**config.mk**
```make
export PLATFORM = sky130hd
export DESIGN_NAME = ctc_greedy_plate_decoder_unit
export DESIGN_NICKNAME = d
export VERILOG_FILES = /design/src/rtl/core/cgpd_pkg.sv /design/src/rtl/core/cgpd_div.sv /design/src/rtl/core/cgpd_dp.sv /design/src/rtl/core/cgpd_ctrl.sv /design/src/rtl/core/ctc_greedy_plate_decoder_unit.sv
export SDC_FILE = /design/constraint.sdc
export NUM_CORES = 1
export LEC_CHECK = 0
export BUFFER_PORTS_ARGS = -buffer_cell sky130_fd_sc_hd__buf_2
export CORE_AREA = 2 2 176 135
export DETAILED_ROUTE_END_ITERATION = 6
export DIE_AREA = 0 0 178 137
export PLACE_DENSITY = 0.8
export SYNTH_ARGS = -nofsm -noshare
export SYNTH_HDL_FRONTEND = slang
export SYNTH_SLANG_ARGS = --single-unit
```
**constraint.sdc**
```tcl
create_clock -name clk -period 7.6 [get_ports clk]
set_input_delay 0.38 -clock clk [delete_from_list [all_inputs] [get_ports clk]]
set_output_delay 0.38 -clock clk [all_outputs]
set_load 0.05 [all_outputs]
```
**src/rtl/core/cgpd_pkg.sv**
```systemverilog
package cgpd_pkg;

	localparam int MAX_LABELS = 128;
	localparam int MAX_CHARS  = 32;

	localparam int SCORE_W = 16;
	localparam int LABEL_W = 7;
	localparam int COUNT_W = 6;
	localparam int SUM_W   = 22;
	localparam int POS_W   = $clog2(MAX_LABELS + 1);
	localparam int LIU_W   = 8;
	localparam int RANGE_W = 7;
	localparam int CFG_W   = 16;
	localparam int CFG_IDX_W = 2;
	localparam int DIV_CNT_W = $clog2(SUM_W);
	localparam int OUT_DATA_W = 32;

	localparam logic [CFG_IDX_W-1:0] REG_LABELS_IN_USE   = 2'd0;
	localparam logic [CFG_IDX_W-1:0] REG_SCORE_THRESHOLD = 2'd1;
	localparam logic [CFG_IDX_W-1:0] REG_RANGE_LOW       = 2'd2;
	localparam logic [CFG_IDX_W-1:0] REG_RANGE_HIGH      = 2'd3;

	localparam logic [LIU_W-1:0]   LABELS_RST    = 8'd84;
	localparam logic [SCORE_W-1:0] THRESHOLD_RST = 16'd22937;
	localparam logic [RANGE_W-1:0] RANGE_LOW_RST = 7'd31;
	localparam logic [RANGE_W-1:0] RANGE_HIGH_RST = 7'd64;

	localparam logic KIND_CHAR    = 1'b0;
	localparam logic KIND_SUMMARY = 1'b1;

	typedef enum logic [2:0] {
		ST_IDLE,
		ST_CHAR1,
		ST_CHAR2,
		ST_DIV_START,
		ST_DIV_WAIT,
		ST_SUMMARY
	} state_t;

	typedef struct packed {
		logic accept;
		logic keep1;
		logic keep2;
		logic div_start;
		logic emit_sum;
	} cmd_t;

	typedef struct packed {
		logic fin;
		logic k1_valid;
		logic k2_valid;
		logic sum_req;
		logic cap_full;
		logic out_free;
		logic div_busy;
	} sts_t;

endpackage

```
**src/rtl/core/cgpd_div.sv**
```systemverilog
module cgpd_div (
	input  logic                        clk,
	input  logic                        arst_n,
	input  logic                        start,
	input  logic [cgpd_pkg::SUM_W-1:0]  dividend,
	input  logic [cgpd_pkg::COUNT_W-1:0] divisor,
	output logic                        busy,
	output logic [cgpd_pkg::SUM_W-1:0]  quotient
);

	logic [cgpd_pkg::COUNT_W-1:0]   rem_q;
	logic [cgpd_pkg::COUNT_W-1:0]   div_q;
	logic [cgpd_pkg::SUM_W-1:0]     quo_q;
	logic [cgpd_pkg::DIV_CNT_W-1:0] cnt_q;
	logic                           busy_q;

	logic [cgpd_pkg::COUNT_W:0]   shifted;
	logic [cgpd_pkg::COUNT_W+1:0] diff;
	logic                         borrow;

	// restoring division, one quotient bit per cycle
	always_comb begin
		shifted = {rem_q, quo_q[cgpd_pkg::SUM_W-1]};
		diff    = {1'b0, shifted} - {2'b00, div_q};
		borrow  = diff[cgpd_pkg::COUNT_W+1];
	end

	always_ff @(posedge clk or negedge arst_n) begin
		if (!arst_n) begin
			busy_q <= 1'b0;
			cnt_q  <= '0;
		end else if (start) begin
			busy_q <= 1'b1;
			cnt_q  <= cgpd_pkg::DIV_CNT_W'(cgpd_pkg::SUM_W - 1);
		end else if (busy_q) begin
			if (cnt_q == '0) begin
				busy_q <= 1'b0;
			end else begin
				cnt_q <= cnt_q - 1'b1;
			end
		end
	end

	always_ff @(posedge clk) begin
		if (start) begin
			rem_q <= '0;
			quo_q <= dividend;
			div_q <= divisor;
		end else if (busy_q) begin
			quo_q <= {quo_q[cgpd_pkg::SUM_W-2:0], ~borrow};
			rem_q <= borrow ? shifted[cgpd_pkg::COUNT_W-1:0] : diff[cgpd_pkg::COUNT_W-1:0];
		end
	end

	assign busy     = busy_q;
	assign quotient = quo_q;

endmodule

```
**src/rtl/core/cgpd_dp.sv**
```systemverilog
module cgpd_dp (
	input  logic                           clk,
	input  logic                           arst_n,
	input  cgpd_pkg::cmd_t                 cmd,
	output cgpd_pkg::sts_t                 sts,
	input  logic                           cfg_wr_en,
	input  logic [cgpd_pkg::CFG_IDX_W-1:0] cfg_index,
	input  logic [cgpd_pkg::CFG_W-1:0]     cfg_wdata,
	input  logic [cgpd_pkg::SCORE_W-1:0]   in_score,
	input  logic                           in_frame_end,
	input  logic                           in_seq_end,
	output logic                           m_tvalid,
	input  logic                           m_tready,
	output logic [cgpd_pkg::OUT_DATA_W-1:0] m_tdata,
	output logic                           m_tlast,
	output logic                           m_tuser
);

	localparam int SW = cgpd_pkg::SCORE_W;
	localparam int LW = cgpd_pkg::LABEL_W;
	localparam int CW = cgpd_pkg::COUNT_W;
	localparam int PW = cgpd_pkg::POS_W;

	// configuration
	logic [cgpd_pkg::LIU_W-1:0]   labels_q;
	logic [SW-1:0]                thr_q;
	logic [cgpd_pkg::RANGE_W-1:0] rlow_q;
	logic [cgpd_pkg::RANGE_W-1:0] rhigh_q;

	// frame and sequence state
	logic [SW-1:0] best_q;
	logic [LW-1:0] blbl_q;
	logic [PW-1:0] pos_q;
	logic [LW-1:0] prev_q;
	logic          first_q;
	logic          pend_v_q;
	logic [LW-1:0] pend_lbl_q;
	logic [SW-1:0] pend_sc_q;
	logic [CW-1:0] kept_q;
	logic [cgpd_pkg::SUM_W-1:0] sum_q;
	logic          dropped_q;

	// characters to keep for the current item
	logic          k1v_q, k2v_q, sumreq_q;
	logic [LW-1:0] k1_lbl_q, k2_lbl_q;
	logic [SW-1:0] k1_sc_q, k2_sc_q;

	// output register
	logic          out_valid_q;
	logic          out_kind_q;
	logic [LW-1:0] out_lbl_q;
	logic [SW-1:0] out_conf_q;
	logic [CW-1:0] out_cnt_q;
	logic          out_ovf_q;
	logic          out_last_q;

	logic          div_busy;
	logic [cgpd_pkg::SUM_W-1:0] div_quo;

	logic [PW-1:0] n_eff;
	logic          fin;
	logic          better;
	logic [SW-1:0] nbest;
	logic [LW-1:0] nlbl;
	logic          cand_v;
	logic          w_region;
	logic          k1v_d, k2v_d, pend_v_d;
	logic [LW-1:0] k1_lbl_d, k2_lbl_d, pend_lbl_d;
	logic [SW-1:0] k1_sc_d, k2_sc_d, pend_sc_d;
	logic          cap_full;
	logic          out_free;
	logic          keep_go;
	logic [LW-1:0] keep_lbl;
	logic [SW-1:0] keep_sc;
	logic          keep_last;
	logic          k2_fits;

	always_comb begin
		if (labels_q < cgpd_pkg::LIU_W'(2)) begin
			n_eff = PW'(2);
		end else if (labels_q > cgpd_pkg::LIU_W'(cgpd_pkg::MAX_LABELS)) begin
			n_eff = PW'(cgpd_pkg::MAX_LABELS);
		end else begin
			n_eff = PW'(labels_q);
		end
	end

	assign fin = in_frame_end | in_seq_end;

	// running argmax; scores past the label count are ignored
	always_comb begin
		better = (pos_q < n_eff) && ((pos_q == '0) || (in_score > best_q));
		nbest  = better ? in_score : best_q;
		nlbl   = better ? pos_q[LW-1:0] : blbl_q;
	end

	assign w_region = (nlbl < rlow_q) || (nlbl > rhigh_q);
	assign cand_v   = fin && ({1'b0, nlbl} != PW'(n_eff - 1'b1)) &&
	                  (first_q || (nlbl != prev_q)) && (nbest > thr_q);

	// pair rule on a first region candidate and the candidate after it
	always_comb begin
		k1v_d      = 1'b0;
		k2v_d      = 1'b0;
		k1_lbl_d   = nlbl;
		k1_sc_d    = nbest;
		k2_lbl_d   = nlbl;
		k2_sc_d    = nbest;
		pend_v_d   = pend_v_q;
		pend_lbl_d = pend_lbl_q;
		pend_sc_d  = pend_sc_q;
		if (cand_v) begin
			if (pend_v_q) begin
				pend_v_d = 1'b0;
				k1v_d    = 1'b1;
				if (w_region) begin
					if (!(pend_sc_q < nbest)) begin
						k1_lbl_d = pend_lbl_q;
						k1_sc_d  = pend_sc_q;
					end
				end else begin
					k1_lbl_d = pend_lbl_q;
					k1_sc_d  = pend_sc_q;
					k2v_d    = 1'b1;
				end
			end else if ((kept_q == '0) && !dropped_q && w_region) begin
				pend_v_d   = 1'b1;
				pend_lbl_d = nlbl;
				pend_sc_d  = nbest;
			end else begin
				k1v_d = 1'b1;
			end
		end
		// a lone region candidate is kept at sequence end
		if (in_seq_end && pend_v_d) begin
			pend_v_d = 1'b0;
			k1v_d    = 1'b1;
			k1_lbl_d = pend_lbl_d;
			k1_sc_d  = pend_sc_d;
		end
	end

	assign cap_full = kept_q >= CW'(cgpd_pkg::MAX_CHARS);
	assign out_free = !out_valid_q || m_tready;
	assign keep_go  = cmd.keep1 || cmd.keep2;
	assign keep_lbl = cmd.keep1 ? k1_lbl_q : k2_lbl_q;
	assign keep_sc  = cmd.keep1 ? k1_sc_q : k2_sc_q;
	assign k2_fits  = ({1'b0, kept_q} + 1'b1) < (CW + 1)'(cgpd_pkg::MAX_CHARS);
	assign keep_last = cmd.keep1 ? (!sumreq_q && !(k2v_q && k2_fits)) : !sumreq_q;

	always_ff @(posedge clk or negedge arst_n) begin
		if (!arst_n) begin
			labels_q <= cgpd_pkg::LABELS_RST;
			thr_q    <= cgpd_pkg::THRESHOLD_RST;
			rlow_q   <= cgpd_pkg::RANGE_LOW_RST;
			rhigh_q  <= cgpd_pkg::RANGE_HIGH_RST;
		end else if (cfg_wr_en) begin
			case (cfg_index)
				cgpd_pkg::REG_LABELS_IN_USE:   labels_q <= cfg_wdata[cgpd_pkg::LIU_W-1:0];
				cgpd_pkg::REG_SCORE_THRESHOLD: thr_q    <= cfg_wdata[SW-1:0];
				cgpd_pkg::REG_RANGE_LOW:       rlow_q   <= cfg_wdata[cgpd_pkg::RANGE_W-1:0];
				cgpd_pkg::REG_RANGE_HIGH:      rhigh_q  <= cfg_wdata[cgpd_pkg::RANGE_W-1:0];
				default: ;
			endcase
		end
	end

	always_ff @(posedge clk or negedge arst_n) begin
		if (!arst_n) begin
			best_q     <= '0;
			blbl_q     <= '0;
			pos_q      <= '0;
			prev_q     <= '0;
			first_q    <= 1'b1;
			pend_v_q   <= 1'b0;
			pend_lbl_q <= '0;
			pend_sc_q  <= '0;
			k1v_q      <= 1'b0;
			k2v_q      <= 1'b0;
			sumreq_q   <= 1'b0;
		end else if (cmd.accept) begin
			pend_v_q   <= pend_v_d;
			pend_lbl_q <= pend_lbl_d;
			pend_sc_q  <= pend_sc_d;
			k1v_q      <= k1v_d;
			k2v_q      <= k2v_d;
			sumreq_q   <= in_seq_end;
			if (fin) begin
				best_q  <= '0;
				blbl_q  <= '0;
				pos_q   <= '0;
				prev_q  <= in_seq_end ? '0 : nlbl;
				first_q <= in_seq_end;
			end else begin
				best_q <= nbest;
				blbl_q <= nlbl;
				if (pos_q < n_eff) begin
					pos_q <= pos_q + 1'b1;
				end
			end
		end
	end

	always_ff @(posedge clk) begin
		if (cmd.accept) begin
			k1_lbl_q <= k1_lbl_d;
			k1_sc_q  <= k1_sc_d;
			k2_lbl_q <= k2_lbl_d;
			k2_sc_q  <= k2_sc_d;
		end
	end

	always_ff @(posedge clk or negedge arst_n) begin
		if (!arst_n) begin
			kept_q    <= '0;
			sum_q     <= '0;
			dropped_q <= 1'b0;
		end else if (keep_go) begin
			if (cap_full) begin
				dropped_q <= 1'b1;
			end else begin
				kept_q <= kept_q + 1'b1;
				sum_q  <= sum_q + cgpd_pkg::SUM_W'(keep_sc);
			end
		end else if (cmd.emit_sum) begin
			kept_q    <= '0;
			sum_q     <= '0;
			dropped_q <= 1'b0;
		end
	end

	always_ff @(posedge clk or negedge arst_n) begin
		if (!arst_n) begin
			out_valid_q <= 1'b0;
		end else if ((keep_go && !cap_full) || cmd.emit_sum) begin
			out_valid_q <= 1'b1;
		end else if (m_tready) begin
			out_valid_q <= 1'b0;
		end
	end

	always_ff @(posedge clk) begin
		if (keep_go && !cap_full) begin
			out_kind_q <= cgpd_pkg::KIND_CHAR;
			out_lbl_q  <= keep_lbl;
			out_conf_q <= keep_sc;
			out_cnt_q  <= '0;
			out_ovf_q  <= 1'b0;
			out_last_q <= keep_last;
		end else if (cmd.emit_sum) begin
			out_kind_q <= cgpd_pkg::KIND_SUMMARY;
			out_lbl_q  <= '0;
			out_conf_q <= (kept_q == '0) ? '0 : div_quo[SW-1:0];
			out_cnt_q  <= kept_q;
			out_ovf_q  <= dropped_q;
			out_last_q <= 1'b1;
		end
	end

	cgpd_div u_div (
		.clk      (clk),
		.arst_n   (arst_n),
		.start    (cmd.div_start),
		.dividend (sum_q),
		.divisor  (kept_q),
		.busy     (div_busy),
		.quotient (div_quo)
	);

	always_comb begin
		sts.fin      = fin;
		sts.k1_valid = k1v_q;
		sts.k2_valid = k2v_q;
		sts.sum_req  = sumreq_q;
		sts.cap_full = cap_full;
		sts.out_free = out_free;
		sts.div_busy = div_busy;
	end

	assign m_tvalid = out_valid_q;
	assign m_tlast  = out_last_q;
	assign m_tuser  = out_kind_q;
	assign m_tdata  = {2'b00, out_ovf_q, out_cnt_q, out_conf_q, out_lbl_q};

`ifndef SYNTHESIS
	a_load_only_when_free: assert property (@(posedge clk) disable iff (!arst_n)
		(keep_go && !cap_full) || cmd.emit_sum |-> out_free)
		else $error("output register loaded while a result is stalled");
	a_kept_bound: assert property (@(posedge clk) disable iff (!arst_n)
		kept_q <= CW'(cgpd_pkg::MAX_CHARS))
		else $error("kept count beyond capacity");
	a_pending_first: assert property (@(posedge clk) disable iff (!arst_n)
		pend_v_q |-> (kept_q == '0) && !dropped_q)
		else $error("pending character held after a character was kept");
`endif

endmodule

```
**src/rtl/core/cgpd_ctrl.sv**
```systemverilog
module cgpd_ctrl (
	input  logic           clk,
	input  logic           arst_n,
	input  logic           in_valid,
	output logic           in_ready,
	input  cgpd_pkg::sts_t sts,
	output cgpd_pkg::cmd_t cmd
);

	cgpd_pkg::state_t state_q, state_d;

	logic go1, go2;

	// a slot is done when it is empty, dropped at capacity, or the output takes it
	assign go1 = !sts.k1_valid || sts.cap_full || sts.out_free;
	assign go2 = !sts.k2_valid || sts.cap_full || sts.out_free;

	always_comb begin
		state_d = state_q;
		case (state_q)
			cgpd_pkg::ST_IDLE: begin
				if (in_valid && sts.fin) begin
					state_d = cgpd_pkg::ST_CHAR1;
				end
			end
			cgpd_pkg::ST_CHAR1: begin
				if (go1) begin
					state_d = cgpd_pkg::ST_CHAR2;
				end
			end
			cgpd_pkg::ST_CHAR2: begin
				if (go2) begin
					state_d = sts.sum_req ? cgpd_pkg::ST_DIV_START : cgpd_pkg::ST_IDLE;
				end
			end
			cgpd_pkg::ST_DIV_START: begin
				state_d = cgpd_pkg::ST_DIV_WAIT;
			end
			cgpd_pkg::ST_DIV_WAIT: begin
				if (!sts.div_busy) begin
					state_d = cgpd_pkg::ST_SUMMARY;
				end
			end
			cgpd_pkg::ST_SUMMARY: begin
				if (sts.out_free) begin
					state_d = cgpd_pkg::ST_IDLE;
				end
			end
			default: state_d = cgpd_pkg::ST_IDLE;
		endcase
	end

	always_comb begin
		in_ready      = 1'b0;
		cmd.accept    = 1'b0;
		cmd.keep1     = 1'b0;
		cmd.keep2     = 1'b0;
		cmd.div_start = 1'b0;
		cmd.emit_sum  = 1'b0;
		case (state_q)
			cgpd_pkg::ST_IDLE: begin
				in_ready   = 1'b1;
				cmd.accept = in_valid;
			end
			cgpd_pkg::ST_CHAR1:     cmd.keep1     = sts.k1_valid && (sts.cap_full || sts.out_free);
			cgpd_pkg::ST_CHAR2:     cmd.keep2     = sts.k2_valid && (sts.cap_full || sts.out_free);
			cgpd_pkg::ST_DIV_START: cmd.div_start = 1'b1;
			cgpd_pkg::ST_SUMMARY:   cmd.emit_sum  = sts.out_free;
			default: ;
		endcase
	end

	always_ff @(posedge clk or negedge arst_n) begin
		if (!arst_n) begin
			state_q <= cgpd_pkg::ST_IDLE;
		end else begin
			state_q <= state_d;
		end
	end

`ifndef SYNTHESIS
	a_frame_end_dispatch: assert property (@(posedge clk) disable iff (!arst_n)
		in_valid && in_ready && sts.fin |=> state_q == cgpd_pkg::ST_CHAR1)
		else $error("frame end item did not start result dispatch");
	a_summary_after_div: assert property (@(posedge clk) disable iff (!arst_n)
		state_q == cgpd_pkg::ST_SUMMARY |-> !sts.div_busy)
		else $error("summary reached while divider still busy");
`endif

endmodule

```
**src/rtl/core/ctc_greedy_plate_decoder_unit.sv**
```systemverilog
// CTC greedy decoder for plate label scores.
// Input channel s_*: one label score per item, label by label; s_tlast marks
// the last score of a frame, s_tuser the last score of the sequence.
// Output channel m_*: the results of frame-end items; m_tuser 0 is a decoded character,
// 1 the end-of-sequence summary (count, average score, overflow); m_tlast
// marks the final result caused by one input item.
// Config: cfg_wr_en/cfg_index/cfg_wdata write one register per cycle; the user
// must write only while the block is idle, which the block does not enforce.
// Dispatch: a score that does not end a frame leaves the block idle and ready
// for the next score. A frame end goes through the two character slots of the
// dispatch sequencer. A sequence end then starts the bit-serial average
// divider, waits out its 22 steps and loads the summary. The first character
// of a frame end passes from its character slot register into the output register.
// A result waits in the output register while the receiver stalls; new
// scores are still taken then, but the dispatch sequencer holds until the
// register frees up, and s_tready stays low meanwhile.
// Reset clears the sequence state and loads the register defaults.
module ctc_greedy_plate_decoder_unit (
	input  logic                            clk,
	input  logic                            arst_n,
	input  logic                            s_tvalid,
	output logic                            s_tready,
	input  logic [cgpd_pkg::SCORE_W-1:0]    s_tdata,   // [15:0] score
	input  logic                            s_tlast,
	input  logic                            s_tuser,   // sequence_end
	output logic                            m_tvalid,
	input  logic                            m_tready,
	// [6:0] label, [22:7] confidence, [28:23] char_count, [29] overflow, [31:30] zero
	output logic [cgpd_pkg::OUT_DATA_W-1:0] m_tdata,
	output logic                            m_tlast,
	output logic                            m_tuser,   // kind
	input  logic                            cfg_wr_en,
	input  logic [cgpd_pkg::CFG_IDX_W-1:0]  cfg_index,
	input  logic [cgpd_pkg::CFG_W-1:0]      cfg_wdata
);

	cgpd_pkg::cmd_t cmd;
	cgpd_pkg::sts_t sts;

	cgpd_ctrl u_ctrl (
		.clk      (clk),
		.arst_n   (arst_n),
		.in_valid (s_tvalid),
		.in_ready (s_tready),
		.sts      (sts),
		.cmd      (cmd)
	);

	cgpd_dp u_dp (
		.clk          (clk),
		.arst_n       (arst_n),
		.cmd          (cmd),
		.sts          (sts),
		.cfg_wr_en    (cfg_wr_en),
		.cfg_index    (cfg_index),
		.cfg_wdata    (cfg_wdata),
		.in_score     (s_tdata),
		.in_frame_end (s_tlast),
		.in_seq_end   (s_tuser),
		.m_tvalid     (m_tvalid),
		.m_tready     (m_tready),
		.m_tdata      (m_tdata),
		.m_tlast      (m_tlast),
		.m_tuser      (m_tuser)
	);

endmodule
```
==> results of run 1 <==
## worst paths after layout
| check | start | end | slack, ns | cells after the start |
|---|---|---|---|---|
| max in group asynchronous | arst_n | u_dp.u_div.cnt_q[3]$_DFFE_PN0P_ | 5.79 | 3 |
| min reg2reg | u_dp.out_cnt_q[4]$_SDFFE_PP0P_ | u_dp.out_cnt_q[4]$_SDFFE_PP0P_ | 0.45 | 2 |
| max reg2reg | u_dp.labels_q[5]$_DFFE_PN0P_ | u_dp.k1_sc_q[0]$_DFFE_PP_ | 1.31 | 19 |
| min in group asynchronous | arst_n | u_dp.rlow_q[5]$_DFFE_PN0P_ | 0.48 | 2 |
| max | u_dp.labels_q[5]$_DFFE_PN0P_ | u_dp.k1_sc_q[0]$_DFFE_PP_ | 1.31 | 19 |
| min | cfg_wdata[12] | u_dp.thr_q[12]$_DFFE_PN1P_ | 0.07 | 2 |
## metrics by stage
stage	cells	hold WS, ns	utilization [%]
3_3_place_gp	1654	0.4409	62.88
5_1_grt	1703	0.06682	67.27
3_5_place_dp	1654	0.4463	62.88
6_report	1703	0.07377	67.27
2_1_floorplan	1312	0.08441	-
4_1_cts	1703	0.06522	67.27
## timing repair
item | 4_1_cts | 5_1_grt
gates resized for setup | 0 | 0
hold buffers | 1 | 0
hold endpoints to repair | 70 | 0
## synth_stat cells (all sizes together), types with 8 or more instances
| master | instances | area share [%] |
|---|---|---|
| a211oi | 8 | 0.48 |
| a21o | 14 | 0.77 |
| a21oi | 48 | 1.8 |
| a22o | 10 | 0.65 |
| buf | 12 | 0.53 |
| clkbuf | 32 | 0.89 |
| dfrtp | 125 | 23 |
| dfstp | 18 | 3.5 |
| dfxtp | 14 | 2.1 |
| edfxtp | 98 | 22 |
| ha | 89 | 8.2 |
| inv | 99 | 2.7 |
| mux2 | 88 | 7.3 |
| mux2i | 18 | 1.4 |
| nand2 | 244 | 6.8 |
| nand3 | 36 | 1.3 |
| nand4 | 10 | 0.46 |
| nor2 | 60 | 1.7 |
| nor2b | 10 | 0.46 |
| nor3 | 15 | 0.55 |
| nor4 | 8 | 0.37 |
| o21ai | 76 | 2.8 |
| o22ai | 21 | 0.97 |
| or3 | 14 | 0.65 |
| xnor2 | 24 | 1.5 |
| xor2 | 22 | 1.4 |
## cell families after synthesis
kind of cell | Yosys count
adder cells (fa/ha/maj) | 94
buffers and inverters | 144
AO/OA/AOI/OAI | 237
flip-flops | 255
multiplexers | 106
AND/OR/NAND/NOR | 428
XOR/XNOR | 46
other | 1
## power breakdown
part	leakage (nW)	total, mW	internal (mW)	switching, mW
Sequential	2.88	2.26	1.99	0.266
Clock	0.480	1.47	0.924	0.541
Combinational	3.62	2.63	0.919	1.71
## final cells by class
| type | instances | area [um2] | share of cell area, % |
|---|---|---|---|
| inverters | 100 | 375.4 | 2.464 |
| repair buffers | 87 | 476.7 | 3.130 |
| clock inverters | 13 | 240.2 | 1.577 |
| multi-input cells | 913 | 6195 | 40.67 |
| flip-flops and latches | 255 | 6824 | 44.80 |
| well taps | 300 | 375.4 | 2.464 |
| clock buffers | 35 | 745.7 | 4.896 |
## flip-flops by register name, indices dropped and copies added (netlist names), 16 cells and up
signal / count
u_dp.best_q: 16
u_dp.k1_sc_q: 16
u_dp.pend_sc_q: 16
u_dp.sum_q: 22
u_dp.out_conf_q: 16
u_dp.thr_q: 16
u_dp.k2_sc_q: 16
u_dp.u_div.quotient: 22
## routing by layer
metal / global-route usage, % / wire (um) / up-vias
met2: 40.57 / 13810 / 343
met3: 3.833 / 2085 / 42
li1: - / - / 4758
met4: 5.328 / 514 / 0
met1: 41.35 / 15170 / 4822
met5: 0 / 0 / -
==> flow_metrics.env, run 1 <==
export IMPL_synthAdderAreaFrac_pct=8.731
export IMPL_mostFrequentLayoutCells="243 x nand2_1, 125 x dfrtp_1, 98 x edfxtp_1"
export IMPL_syn_to_final_growth_pct=12.23
export IMPL_placed_cell_area_mm2=0.01424
export IMPL_fmax_mhz=159.0
export IMPL_viasPerCell=5.851
export IMPL_synthFlopType="dfrtp_1"
export IMPL_start_util_pct=59.94
export IMPL_finalSetupViolations=0
export IMPL_max_cap_violations=0
export IMPL_tightest_slew_ns=1.227
export IMPL_cts_sinks=255
export IMPL_synthSimpleGateAreaFrac_pct=13.95
export IMPL_grt_pass1_wl_um=51490
export IMPL_fillers=1662
export IMPL_synth_seq_area_share_pct=50.28
export IMPL_crit_family="simple AND/OR/NAND/NOR gates"
export IMPL_crit_chain="or4_4 -> nor2_1 -> o21ai_0 -> ha_1 -> o21a_1 -> o221ai_2 -> a211o_1 -> nand2_4 -> mux2i_1 -> inv_1 -> ha_1 -> nand4_1 -> nor2_1 -> and3_1 -> a31oi_1 -> nor3b_4 -> mux2i_2 -> buf_4 -> mux2_1"
export IMPL_p_per_area_mw_per_mm2=417.1
export IMPL_overflow=0
export IMPL_die_area_mm2=0.02439
export IMPL_num_antenna_cells=0
export IMPL_cts_root_buf="clkbuf_16"
export IMPL_fin_crit_sh_pct=82.74
export IMPL_routed_wl_um=31580
export IMPL_grt_total_usage_pct=26.82
export IMPL_vdd_drop_max_uv=320.0
export IMPL_crit_buf_inv=2
export IMPL_core_mm2=0.02264
export IMPL_design_area_mm2=0.01523
export IMPL_clk_pin_slew_ns=0.07
export IMPL_synth_edf_count=98
export IMPL_die_h_um=137
export IMPL_clock_latency_ns=0.54
export IMPL_pre_cts_ws_ns=1.455
export IMPL_routedWlPerCell_um=18.54
export IMPL_fp_dieW_um=178
export IMPL_slew_violations=0
export IMPL_cp_end_kind="flip-flop"
export IMPL_critPathArrivalTime_ns=6.55
export IMPL_path_max_fanout=24
export IMPL_post_cts_buffers=0
export IMPL_post_dp_hpwl_um=22240
export IMPL_timing_final_ws_setup_ns=1.311
export IMPL_hold_path_class="primary input to flip-flop"
export IMPL_numPortBuffers=74
export IMPL_firstDrtPassIters=5
export IMPL_antenna_found_initial=0
export IMPL_finalHoldViolations=0
export IMPL_vias=9965
export IMPL_grt_max_degree=87
export IMPL_first_iter_violations=938
export IMPL_gp_congestion=0.9028
export IMPL_syn_area_per_cell_um2=10.35
export IMPL_synthArstFlopShare_pct=56.08
export IMPL_crit_type="flip-flop to flip-flop"
export IMPL_grt_pass1_vias=9558
export IMPL_cp_required_ns=7.86
export IMPL_rsz0062_at_grt="false"
export IMPL_synthDistinctLibCells=74
export IMPL_p_leak_nw=6.981
export IMPL_ys_ff_latch=255
export IMPL_finalNetCount=1515
export IMPL_status="finished, final reports clean"
export IMPL_mostFrequentLayoutCell="nand2_1"
export IMPL_critPathMaxStageDelay_ns=0.70
export IMPL_yosysWarnings=0
export IMPL_power_mw=6.354
export IMPL_cts_tree="built"
export IMPL_muxShareOfSynthArea_pct=8.712
export IMPL_maxSlewHeadroom_pct=18.22
export IMPL_cts_buffers=26
export IMPL_ant_nets=0
export IMPL_drc_errors=0
export IMPL_worstSetupStartpointType="flip-flop"
export IMPL_netlist_instances=1311
export IMPL_drive_above_1_share_pct=14.68
export IMPL_htree_num_levels=1
export IMPL_rows=48
export IMPL_setup_tns_ns=0
export IMPL_synth_xor_area_share_pct=2.969
export IMPL_clk_path_buf_depth=3
export IMPL_period_needed_ns=6.289
export IMPL_synth_top_family_by_area="simple AND/OR/NAND/NOR gates"
export IMPL_finClkSkew_ns=0.02211
export IMPL_ios=77
export IMPL_synth_compound_area_share_pct=11.16
export IMPL_synth_area_mm2=0.01357
export IMPL_crit_path_top_delay_cell="mux2i_2"
(Power assumes the default switching activity.)
==> inputs of run 2 (changes only) <==
clock period = 6.2 ns   (was 7.6 ns; I/O delays follow)
==> flow_metrics.env, run 2 (synthesis gave the netlist of run 1 again) <==
export IMPL_r2r_end="u_dp.pend_sc_q[10]$_DFFE_PN0P_"
export IMPL_cts_root_buf="clkbuf_16"
export IMPL_crit_chain="or4_4 -> nor2_1 -> o21ai_0 -> ha_1 -> a211o_1 -> o221ai_2 -> a211o_1 -> nand2_4 -> mux2_1 -> ha_1 -> o21ai_0 -> nand2b_1 -> a21oi_1 -> o21a_1 -> o2bb2ai_1 -> nand2_1 -> nor2_1 -> and2_1 -> buf_4 -> mux2_1"
export IMPL_ios=77
export IMPL_cp_startpoint="u_dp.labels_q[5]$_DFFE_PN0P_"
export IMPL_path_max_fanout=24
export IMPL_rrSetupSlack_ns=0.34
export IMPL_overflow=0
export IMPL_htree_num_levels=1
export IMPL_ant_nets=0
export IMPL_finalSetupViolations=0
export IMPL_cts_sinks=255
export IMPL_crit_path_top_delay_cell="or4_4"
export IMPL_finClkSkew_ns=0.01035
export IMPL_die_h_um=137
export IMPL_slew_violations=0
export IMPL_period_needed_ns=5.864
export IMPL_met3WireLength_um=2421
export IMPL_critPathArrivalTime_ns=6.27
export IMPL_routed_wl_um=31840
export IMPL_post_cts_resized=0
export IMPL_routedWlPerCell_um=18.66
export IMPL_fmax_mhz=170.5
export IMPL_first_iter_violations=1028
export IMPL_final_util_pct=66.62
export IMPL_post_cts_buffers=0
export IMPL_mostFrequentLayoutCell="nand2_1"
export IMPL_power_mw=7.523
export IMPL_finalHoldViolations=0
export IMPL_core_mm2=0.02264
export IMPL_grt_pass1_wl_um=50580
export IMPL_firstDrtPassIters=5
export IMPL_grt_pass1_vias=9577
export IMPL_numPortBuffers=74
export IMPL_worstSetupStartpointType="flip-flop"
export IMPL_viasPerCell=5.935
export IMPL_rows=48
export IMPL_hold_path_class="primary input to flip-flop"
export IMPL_syn_to_final_growth_pct=11.15
export IMPL_drive_above_1_share_pct=14.22
export IMPL_clock_latency_ns=0.52
export IMPL_cp_required_ns=6.60
export IMPL_dr_max_layer_used="met4"
export IMPL_start_util_pct=59.94
export IMPL_die_area_mm2=0.02439
export IMPL_grt_total_usage_pct=26.37
export IMPL_crit_type="flip-flop to flip-flop"
export IMPL_grt_max_degree=91
export IMPL_post_dp_hpwl_um=22390
export IMPL_gp_congestion=0.8931
export IMPL_num_antenna_cells=0
export IMPL_r2r_start="u_dp.labels_q[5]$_DFFE_PN0P_"
export IMPL_drc_errors=0
export IMPL_fin_crit_sh_pct=94.59
export IMPL_critPathMaxStageDelay_ns=0.58
export IMPL_setup_tns_ns=0
export IMPL_antenna_found_initial=0
export IMPL_max_cap_violations=0
export IMPL_cts_hold_repair_buffers=1
export IMPL_placed_cell_area_mm2=0.01426
export IMPL_p_leak_nw=6.913
export IMPL_fp_dieW_um=178
export IMPL_clk_pin_slew_ns=0.06
export IMPL_critPathCapture="u_dp.pend_sc_q[10]$_DFFE_PN0P_"
export IMPL_design_area_mm2=0.01508
export IMPL_tightest_slew_ns=1.235
export IMPL_p_per_area_mw_per_mm2=498.7
export IMPL_status="finished, final reports clean"
export IMPL_cts_tree="built"
export IMPL_cts_buffers=26
export IMPL_ff2ff_path_depth=20
export IMPL_wl_met1_um=14710
export IMPL_vdd_drop_max_uv=290.6
export IMPL_mostFrequentLayoutCells="243 x nand2_1, 125 x dfrtp_1, 98 x edfxtp_1"
export IMPL_vias=10130
export IMPL_rsz0062_at_grt="false"
export IMPL_clk_path_buf_depth=3
export IMPL_dr_wl_met2_um=14060
export IMPL_cp_end_kind="flip-flop"
export IMPL_finalNetCount=1518
export IMPL_maxSlewHeadroom_pct=17.64
run 2: cell count changes in the layout (fill, tap and decap cells not counted), sizes merged:
cell / before / now
bufinv: 7 / 2
clkinv: 6 / 12
clkinvlp: 1 / 0
buf: 86 / 89
run 2: per-layer routing:
layer / GRT usage, % / vias to the layer above
li1: - / 4761
met1: 39.23 / 4933
met2: 40.48 / 385
met3: 4.806 / 46
met4: 5.829 / 0
met5: 0 / -
run 2: power by group:
part / internal, mW / switching [mW] / total, mW
combinational: 1.13 / 2.10 / 3.23
clock: 0.879 / 0.643 / 1.52
sequential: 2.44 / 0.332 / 2.77
total: 4.45 / 3.07 / 7.52
run 2: how the worst min path moves through the flow:
| stage | from | endpoint | slack (ns) | cells after the start |
|---|---|---|---|---|
| final | cfg_wdata[9] | u_dp.thr_q[9]$_DFFE_PN0P_ | 0.01 | 2 |
| after global routing | cfg_wdata[11] | u_dp.thr_q[11]$_DFFE_PN1P_ | 0.02 | 2 |
| after CTS | cfg_wdata[9] | u_dp.thr_q[9]$_DFFE_PN0P_ | 0.003 | 2 |
| after detailed placement | u_dp.out_cnt_q[1]$_SDFFE_PP0P_ | u_dp.out_cnt_q[1]$_SDFFE_PP0P_ | 0.45 | 2 |
| after global placement | u_dp.out_cnt_q[3]$_SDFFE_PP0P_ | u_dp.out_cnt_q[3]$_SDFFE_PP0P_ | 0.44 | 2 |
| after floorplan | arst_n | u_ctrl.state_q[0]$_DFFE_PN0P_ | 0.01 | 0 |
run 2: per-stage QoR:
step / hold slack [ns] / std cells / setup WS [ns]
finish: 0.01366 / 1706 / 0.3356
global route: 0.02238 / 1706 / 0.01668
CTS: 0.003021 / 1706 / 0.4362
detailed placement: 0.4467 / 1657 / 0.4505
global placement: 0.4422 / 1657 / 0.7710
floorplan: 0.01441 / 1312 / 0.5746
run 2: layout make-up:
cell class	count	area, um2
clock buffers	35	705.7
multi-input cells	913	6195
fillers	1684	7557
well taps	300	375.4
repair buffers	90	499.2
inverters	100	375.4
clock inverters	13	110.1
flip-flops and latches	255	6824
run 2: worst max-delay path: cells and delay by family (launching register included):
| family | cells | cell delay, ns |
|---|---|---|
| fa+ha+maj | 2 | 0.62 |
| flops | 1 | 0.43 |
| simple gates | 7 | 1.94 |
| buf+inv | 1 | 0.28 |
| mux | 2 | 0.91 |
| compound gates | 8 | 1.55 |
==> inputs of run 3 (changes only) <==
--- a/config.mk
+++ b/config.mk
@@ -7,8 +7,8 @@
 export LEC_CHECK = 0
 export BUFFER_PORTS_ARGS = -buffer_cell sky130_fd_sc_hd__buf_2
-export CORE_AREA = 2 2 176 135
+export CORE_AREA = 2 2 183 140
 export DETAILED_ROUTE_END_ITERATION = 6
-export DIE_AREA = 0 0 178 137
-export PLACE_DENSITY = 0.8
+export DIE_AREA = 0 0 185 142
+export PLACE_DENSITY = 0.78
 export SYNTH_ARGS = -nofsm -noshare
 export SYNTH_HDL_FRONTEND = slang
==> constraint.sdc (replaced) <==
create_clock -name clk -period 4.9 [get_ports clk]
set_input_delay 0.735 -clock clk [delete_from_list [all_inputs] [get_ports clk]]
set_output_delay 0.735 -clock clk [all_outputs]
set_load 0.05 [all_outputs]
==> flow_metrics.env, run 3 (synthesis gave the netlist of run 1 again) <==
export IMPL_finalSetupViolations=23
export IMPL_gp_congestion=0.8984
export IMPL_finalHoldViolations=0
export IMPL_pwr_share_comb_pct=46.1
export IMPL_p_sw_share_pct=40.33
export IMPL_slew_violations=0
export IMPL_seqPwrFrac_pct=34.7
export IMPL_crit_family="simple AND/OR/NAND/NOR gates"
export IMPL_rsz0062_at_grt="true"
export IMPL_viasPerCell=5.738
export IMPL_antenna_found_initial=0
export IMPL_r2r_start="u_dp.best_q[6]$_DFFE_PN0P_"
export IMPL_p_per_area_mw_per_mm2=620.5
export IMPL_hold_path_class="primary input to asynchronous set/reset pin"
export IMPL_intPower_mw=6.033
export IMPL_clock_latency_ns=0.54
export IMPL_path_max_fanout=6
export IMPL_pre_cts_ws_ns=-0.3865
export IMPL_finClkSkew_ns=0.01674
export IMPL_firstDrtPassIters=5
export IMPL_cts_tree="built"
export IMPL_crit_type="flip-flop to flip-flop"
export IMPL_p_switching_mw=4.077
export IMPL_cts_buffers=26
export IMPL_routedWlPerCell_um=17.97
export IMPL_numPortBuffers=74
export IMPL_cp_end_kind="flip-flop"
export IMPL_status="finished, violations left"
export IMPL_ios=77
export IMPL_clk_path_buf_depth=3
export IMPL_cp_required_ns=5.19
export IMPL_mostFrequentLayoutCells="242 x nand2_1, 125 x dfrtp_1, 98 x edfxtp_1"
export IMPL_start_util_pct=55.34
export IMPL_r2r_end="u_dp.k1_sc_q[3]$_DFFE_PP_"
export IMPL_critPathArrivalTime_ns=5.37
export IMPL_finalNetCount=1607
export IMPL_grt_pass1_wl_um=53150
export IMPL_maxSlewHeadroom_pct=17.10
export IMPL_overflow=0
export IMPL_clkPwrFrac_pct=19.2
export IMPL_syn_to_final_growth_pct=20.04
export IMPL_fp_dieW_um=185
export IMPL_p_leak_nw=7.486
export IMPL_max_cap_violations=0
export IMPL_post_dp_hpwl_um=22570
export IMPL_crit_path_top_delay_cell="or4_4"
export IMPL_rrSetupSlack_ns=-0.18
export IMPL_fillers=1844
export IMPL_vdd_drop_max_uv=341.4
export IMPL_timing_final_ws_setup_ns=-0.1824
export IMPL_crit_chain="inv_1 -> ha_4 -> nand4_1 -> or4_4 -> or3_1 -> o31a_4 -> nand2_8 -> buf_4 -> mux2i_2 -> inv_1 -> ha_1 -> buf_4 -> nor2_1 -> o31ai_2 -> a31oi_2 -> nor3b_4 -> mux2i_4 -> buf_6 -> buf_16 -> mux2_4"
export IMPL_ant_nets=0
export IMPL_die_area_mm2=0.02627
export IMPL_die_h_um=142
export IMPL_critPathMaxStageDelay_ns=0.59
export IMPL_fmax_mhz=196.8
export IMPL_first_iter_violations=746
export IMPL_crit_buf_inv=6
export IMPL_drc_errors=0
export IMPL_grt_pass1_vias=10300
export IMPL_grt_max_degree=106
export IMPL_tightest_slew_ns=1.244
export IMPL_grt_total_usage_pct=25.40
export IMPL_num_antenna_cells=0
export IMPL_design_area_mm2=0.01629
export IMPL_rows=50
export IMPL_cts_hold_repair_buffers=0
export IMPL_routed_wl_um=32940
export IMPL_core_mm2=0.02452
export IMPL_clk_pin_slew_ns=0.06
export IMPL_mostFrequentLayoutCell="nand2_1"
export IMPL_placed_cell_area_mm2=0.01512
export IMPL_htree_num_levels=1
export IMPL_regArea_mm2=0.006824
export IMPL_cts_sinks=255
export IMPL_violations="setup timing"
export IMPL_drive_above_1_share_pct=23.61
export IMPL_period_needed_ns=5.082
export IMPL_cts_root_buf="clkbuf_16"
export IMPL_multiInputGateArea_mm2=0.006543
export IMPL_vias=10520
export IMPL_fin_crit_sh_pct=103.7
export IMPL_worstSetupStartpointType="flip-flop"
export IMPL_ff2ff_path_depth=20
[run 3: power by group through the flow]
| stage | logic [mW] | registers (mW) | clock network [mW] |
|---|---|---|---|
| 6_report | 4.66 | 3.50 | 1.94 |
| 5_1_grt | 5.14 | 3.58 | 2.04 |
| 4_1_cts | 4.56 | 3.49 | 1.97 |
| 3_5_place_dp | 4.38 | 3.52 | 0 |
| 3_3_place_gp | 4.22 | 3.49 | 0 |
| 2_1_floorplan | 2.79 | 3.82 | 0 |
[run 3: how the worst max path moves through the flow]
stage / from / to / slack [ns] / depth (start not counted)
finish: u_dp.best_q[6]$_DFFE_PN0P_ / u_dp.k1_sc_q[3]$_DFFE_PP_ / -0.18 / 20
global route: u_dp.labels_q[2]$_DFFE_PN1P_ / u_dp.k1_sc_q[13]$_DFFE_PP_ / -0.29 / 23
CTS: u_dp.labels_q[2]$_DFFE_PN1P_ / u_dp.k1_sc_q[14]$_DFFE_PP_ / -0.03 / 22
detailed placement: s_tdata[6] / u_dp.k1_sc_q[7]$_DFFE_PP_ / -0.39 / 21
global placement: s_tdata[6] / u_dp.k1_lbl_q[6]$_DFFE_PP_ / -0.24 / 19
floorplan: s_tdata[6] / u_dp.k1_lbl_q[1]$_DFFE_PP_ / -0.21 / 22
[run 3: through the flow]
step	util, %	hold slack [ns]	std cells	setup TNS [ns]	power [mW]
2_1_floorplan	-	0.4231	1312	-4.327	6.613
3_5_place_dp	61.64	0.4498	1772	-15.14	7.901
3_3_place_gp	61.64	0.4407	1772	-10.03	7.707
5_1_grt	66.43	0.3927	1833	-6.597	10.77
4_1_cts	65.91	0.3590	1830	-0.09690	10.03
6_report	66.43	0.3213	1833	-3.197	10.11
[run 3: final cells by class]
| type | count | area share, % |
|---|---|---|
| sequential | 255 | 41.89 |
| clock buffer | 34 | 4.424 |
| multi-input combinational | 914 | 40.16 |
| timing repair buffer | 178 | 7.956 |
| inverter | 100 | 2.304 |
| tap | 338 | 2.596 |
| clock inverter | 14 | 0.6758 |
[run 3: metal layers]
| metal | track usage (%) | part of all wire (%) |
|---|---|---|
| met5 | 0 | 0 |
| met4 | 6.850 | 2.3 |
| met3 | 3.454 | 6.2 |
| met2 | 40.37 | 46 |
| met1 | 36.89 | 45 |
[run 3: what timing repair did]
| action | 4_1_cts | 5_1_grt |
|---|---|---|
| gates cloned | 4 | 1 |
| pin swaps | 7 | 7 |
| setup buffers | 6 | 5 |
| endpoints found under the setup margin | 45 | 46 |
| resized for setup | 18 | 25 |
